### src/rtl/dqo_pkg.sv
// dqo_pkg: shared types and constants of the dual quadrature odometer
// used by odo lanes, the merge stage and the top level; no dependencies
`default_nettype none

package dqo_pkg;

  // configuration port
  localparam int unsigned CfgIdxW  = 2;
  localparam int unsigned CfgDataW = 24;

  typedef enum logic [CfgIdxW-1:0] {
    CFG_COUNT_MAX   = 2'd0,
    CFG_SWAP_LEFT   = 2'd1,
    CFG_SWAP_RIGHT  = 2'd2,
    CFG_MM_PER_CNT  = 2'd3
  } cfg_idx_e;

  // reset values of the registers
  localparam logic [15:0] CountMaxRst = 16'd359;
  localparam logic        SwapLeftRst  = 1'b1;
  localparam logic        SwapRightRst = 1'b0;
  localparam logic [23:0] MmPerCntRst  = 24'd40034;

  // datapath widths
  localparam int unsigned CountW = 16;
  localparam int unsigned AngleW = 32;
  localparam int unsigned DistW  = 48;
  localparam int unsigned ProdW  = 57;   // 32 bit signed angle times 25 bit signed gain

  localparam logic [DistW-1:0] DistMax = {1'b0, {(DistW-1){1'b1}}};
  localparam logic [DistW-1:0] DistMin = {1'b1, {(DistW-1){1'b0}}};

  // pipeline control shared by both lanes
  typedef struct packed {
    logic take;    // input beat accepted this cycle
    logic adv;     // whole pipeline advances this cycle
    logic clear;   // accepted beat clears counts and revolutions
  } pipe_ctrl_t;

  // what one lane hands to the merge stage
  typedef struct packed {
    logic [CountW-1:0]       count;
    logic [CountW-1:0]       revs;
    logic                    dir;
    logic [AngleW-1:0]       angle;
    logic signed [ProdW-1:0] prod;
  } lane_res_t;

endpackage

`default_nettype wire

### src/rtl/odo_merge.sv
// odo_merge: saturates both lanes' distance and joins the two wheels into
// one output beat held in the output register; depends on dqo_pkg
`default_nettype none

module odo_merge
  import dqo_pkg::*;
(
  input  wire               clk_i,
  input  wire               rst_ni,
  input  wire               adv_i,
  input  wire               valid_i,
  input  wire lane_res_t    left_i,
  input  wire lane_res_t    right_i,
  output logic              out_valid_o,
  output logic [15:0]       left_count_o,
  output logic signed [15:0] left_revs_o,
  output logic              left_dir_o,
  output logic signed [31:0] left_angle_o,
  output logic signed [47:0] left_distance_o,
  output logic [15:0]       right_count_o,
  output logic signed [15:0] right_revs_o,
  output logic              right_dir_o,
  output logic signed [31:0] right_angle_o,
  output logic signed [47:0] right_distance_o
);

  localparam int unsigned TopW = ProdW - DistW + 1;

  logic [DistW-1:0] left_dist, right_dist;
  logic [TopW-1:0]  left_top, right_top;

  // clamp the products to the 48 bit signed range
  always_comb begin
    left_top  = left_i.prod[ProdW-1:DistW-1];
    right_top = right_i.prod[ProdW-1:DistW-1];
    if ((&left_top) || !(|left_top)) begin
      left_dist = left_i.prod[DistW-1:0];
    end else begin
      left_dist = left_top[TopW-1] ? DistMin : DistMax;
    end
    if ((&right_top) || !(|right_top)) begin
      right_dist = right_i.prod[DistW-1:0];
    end else begin
      right_dist = right_top[TopW-1] ? DistMin : DistMax;
    end
  end

  // output valid
  always_ff @(posedge clk_i or negedge rst_ni) begin
    if (!rst_ni) begin
      out_valid_o <= 1'b0;
    end else if (adv_i) begin
      out_valid_o <= valid_i;
    end
  end

  // output payload
  always_ff @(posedge clk_i) begin
    if (adv_i) begin
      left_count_o     <= left_i.count;
      left_revs_o      <= left_i.revs;
      left_dir_o       <= left_i.dir;
      left_angle_o     <= left_i.angle;
      left_distance_o  <= left_dist;
      right_count_o    <= right_i.count;
      right_revs_o     <= right_i.revs;
      right_dir_o      <= right_i.dir;
      right_angle_o    <= right_i.angle;
      right_distance_o <= right_dist;
    end
  end

endmodule

`default_nettype wire

### config.mk
export PLATFORM = sky130hd
export DESIGN_NAME = odo_merge
export DESIGN_NICKNAME = d
export VERILOG_FILES = /design/src/rtl/dqo_pkg.sv /design/src/rtl/odo_merge.sv
export SDC_FILE = /design/constraint.sdc
export NUM_CORES = 1
export LEC_CHECK = 0
export BUFFER_PORTS_ARGS = -buffer_cell sky130_fd_sc_hd__buf_2
export CORE_AREA = 2 2 184 186
export CTS_CLUSTER_DIAMETER = 40
export DETAILED_ROUTE_END_ITERATION = 6
export DIE_AREA = 0 0 186 188
export PLACE_DENSITY = 0.47
export SYNTH_ARGS = -nofsm -noshare
export SYNTH_HDL_FRONTEND = slang
export SYNTH_SLANG_ARGS = --single-unit
export TNS_END_PERCENT = 20
### constraint.sdc
create_clock -name clk_i -period 1.3 [get_ports clk_i]
set_input_delay 0.065 -clock clk_i [delete_from_list [all_inputs] [get_ports clk_i]]
set_output_delay 0.065 -clock clk_i [all_outputs]
set_load 0.03 [all_outputs]
==> impl_metrics.py <==
metrics = {
    "clock_tree": {
        "cts_tree": "yes",
        "path_clk_slew_ns": 0.06,
        "numCtsBuffers": 38,
        "cts.path.max_buffers": 3,
        "cts_resized": 0,
        "cts_root_buffer": "clkbuf_16",
        "clk_latency_ns": 0.51,
        "cts_setup_buffers": 0,
        "clock-sinks": 227,
        "h-tree-depth": 2,
        "holdBufCountCts": 230,
    },
    "synth": {
        "synth.net_count": 661,
        "yosysSeqAreaShare": 0.867,
        "ys_ff_latch": 227,
        "postSynthAreaPerCell_um2": 19.0,
        "yosysWarnings": 0,
        "synth_cells": 413,
        "synth_area_um2": 7860,
        "synthDistinctLibCells": 22,
    },
    "global_route": {
        "met3_usage": 0.0484,
        "antenna_found_initial": 1,
        "grt_pass1_vias": 6965,
        "grt_busiest_layer": "met2",
        "grt_start_max_net_pins": 53,
        "grt-ovfl-total": 0,
        "grt_util_met1": 0.145,
        "met2_usage": 0.269,
        "grt_pass1_wl_um": 38100,
        "globalRouteTotalUtil": 0.143,
    },
    "pwr": {
        "peakVddDrop_mv": 0.866,
        "leakagePower_nw": 6.46,
        "power.density_nw_per_um2": 1520,
    },
    "floorplan": {
        "die_h_um": 188,
        "start_util": 0.237,
        "die_area_um2": 35000,
        "ioPinCount": 475,
        "core_um2": 33100,
        "die_x_um": 186,
        "row_count": 67,
    },
    "final_layout": {
        "fillers": 3048,
        "post_route_cells_drive_above_1_share": 0.484,
        "nNetsFinal": 1409,
        "final_common_cell": "buf_2",
        "synthToLayoutAreaGrowth_pct": 86.4,
        "fin_cells": 1640,
        "final_cell_mix": "buf_2, dlygate4sd3_1, edfxtp_1",
    },
    "worst_setup_path": {
        "r2r_end": "out_valid_o$_DFFE_PN0P_",
        "cp_max_fo": 1,
        "setup.worst_path.class": "reg2out",
        "slowest_delay_ns": 0.45,
        "reg2reg_depth": 1,
        "cp.arrival_ns": 1.17,
        "crit_slowest_cell": "edfxtp_1",
        "crit_path_start_kind": "register",
        "cp_num_buf_inv": 1,
        "crit_chain": "buf_2",
        "ff2ff_setup_slack_ns": 0.55,
        "worstReg2RegStart": "out_valid_o$_DFFE_PN0P_",
        "critical_path.top_delay_family": "flip-flops",
        "critPathRequiredTime_ns": 1.24,
        "cp-end-kind": "output port",
    },
    "placed_design": {
        "post-dp-hpwl_um": 18400,
        "gp_congestion": 0.750,
        "io_buffers": 474,
        "placed_cells": 1339,
    },
    "sta": {
        "slew_violations": 0,
        "slew_headroom": 0.724,
        "finalClockSkew_ns": 0,
        "rsz0062_at_grt": "no",
        "hold_viol": 0,
        "fin_crit_sh": 0.951,
        "holdWs_ns": 0.248,
        "setup_viol": 0,
        "worstMarginPinSlew_ns": 0.414,
        "fmax_ghz": 0.809,
        "finalCriticalPeriod_ns": 1.24,
    },
    "detailed_routing": {
        "routed_wl_um": 26400,
        "first_pass_iters": 4,
        "remaining_drc_errors": 0,
        "drtAntennaViolNets": 0,
        "initialDrtViolationCount": 226,
        "vias_per_cell": 3.97,
        "wl_per_cell_um": 16.1,
        "vias": 6511,
    },
    "run_status": {
        "outcome": "completed",
    },
    "hold_path": {
        "min_path_type": "in2reg",
        "hp-start": "left_i[48]",
        "hold_depth": 5,
        "worstHoldEndpoint": "left_distance_o[19]$_DFFE_PP_",
    },
    "job": {
        "cap_violations": 0,
    },
}
cell families after synthesis:
logic type,after synthesis,share of synthesized area
buffers and inverters,27,0.0194
flip-flops,227,0.867
multiplexers,1,0.00143
AND/OR/NAND/NOR,62,0.0358
AO/OA/AOI/OAI,96,0.0766
how the worst max path moves through the flow:
stage          cells after the start                  start  slack, ns                             to
6_report                           1  right_dir_o$_DFFE_PP_       0.06                    right_dir_o
2_1_floorplan                      6             left_i[54]      -0.23  left_distance_o[15]$_DFFE_PP_
3_3_place_gp                       6             left_i[54]      -0.43  left_distance_o[29]$_DFFE_PP_
5_1_grt                            1  right_dir_o$_DFFE_PP_       0.03                    right_dir_o
4_1_cts                            1  right_dir_o$_DFFE_PP_       0.02                    right_dir_o
3_5_place_dp                       6             left_i[54]      -0.47  left_distance_o[45]$_DFFE_PP_
metal layers:
layer	wire length, um	up-vias	share of wire
li1	-	3100	-
met1	9400	3039	0.36
met2	13900	321	0.53
met3	2360	51	0.089
met4	664	0	0.025
met5	0	-	0
worst min-delay path, stage by stage:
cell     delay [ns]
buf_2          0.11
nor4_4         0.05
buf_4          0.19
o21ai_1        0.13
nand2_1        0.05
where the power goes:
part / switching, mW / total [mW] / leakage [nW] / internal (mW)
clock network: 3.78 / 10.2 / 0.638 / 6.46
registers: 0.142 / 8.85 / 2.22 / 8.70
logic: 1.91 / 3.14 / 3.60 / 1.23
total: 5.83 / 22.2 / 6.46 / 16.4
metrics by stage:
step	instance area [um2]	TNS, ns	setup WS, ns	util	power, mW
floorplan	7860	-10.80	-0.232	-	10.4
detailed placement	11000	-26.43	-0.473	0.333	11.6
finish	14600	0	0.0639	0.442	22.2
global route	14600	0	0.0259	0.442	23.0
CTS	14600	0	0.0180	0.442	22.5
global placement	11000	-25.76	-0.432	0.333	11.6
Yosys cell counts:
library cell,n,area [um2]
or3_1,1,6.26
nor4_4,1,21.3
nand4_1,4,25.0
nand2_1,49,184
mux2_2,1,11.3
nor4_1,2,12.5
buf_6,4,45.0
clkbuf_1,14,52.6
o21ai_0,17,85.1
o21ai_1,30,150
or4_4,1,11.3
nand3_1,1,5.00
nor3_1,1,5.00
dfrtp_1,1,25.0
o31ai_1,1,7.51
buf_4,4,30.0
nor2_1,1,3.75
or4_1,1,7.51
edfxtp_1,226,6790
buf_2,5,25.0
a31oi_1,1,6.26
a21o_1,47,353
flip-flops by register name, summed over array words and instances, names as in the netlist:
register          count
right_count_o        16
left_count_o         16
right_dir_o           1
right_revs_o         16
left_angle_o         32
left_distance_o      48
out_valid_o           1
right_distance_o     48
right_angle_o        32
left_dir_o            1
left_revs_o          16
final cells by class:
cell class | instances | area (um2) | area share
Sequential cell | 227 | 6810 | 0.465
Timing Repair Buffer | 735 | 5030 | 0.343
Clock buffer | 42 | 987 | 0.0674
Multi-Input combinational cell | 159 | 928 | 0.0634
Tap cell | 448 | 561 | 0.0383
Clock inverter | 28 | 329 | 0.0225
Antenna cell | 1 | 2.50 | 0.000171
(Power assumes the default switching activity.)
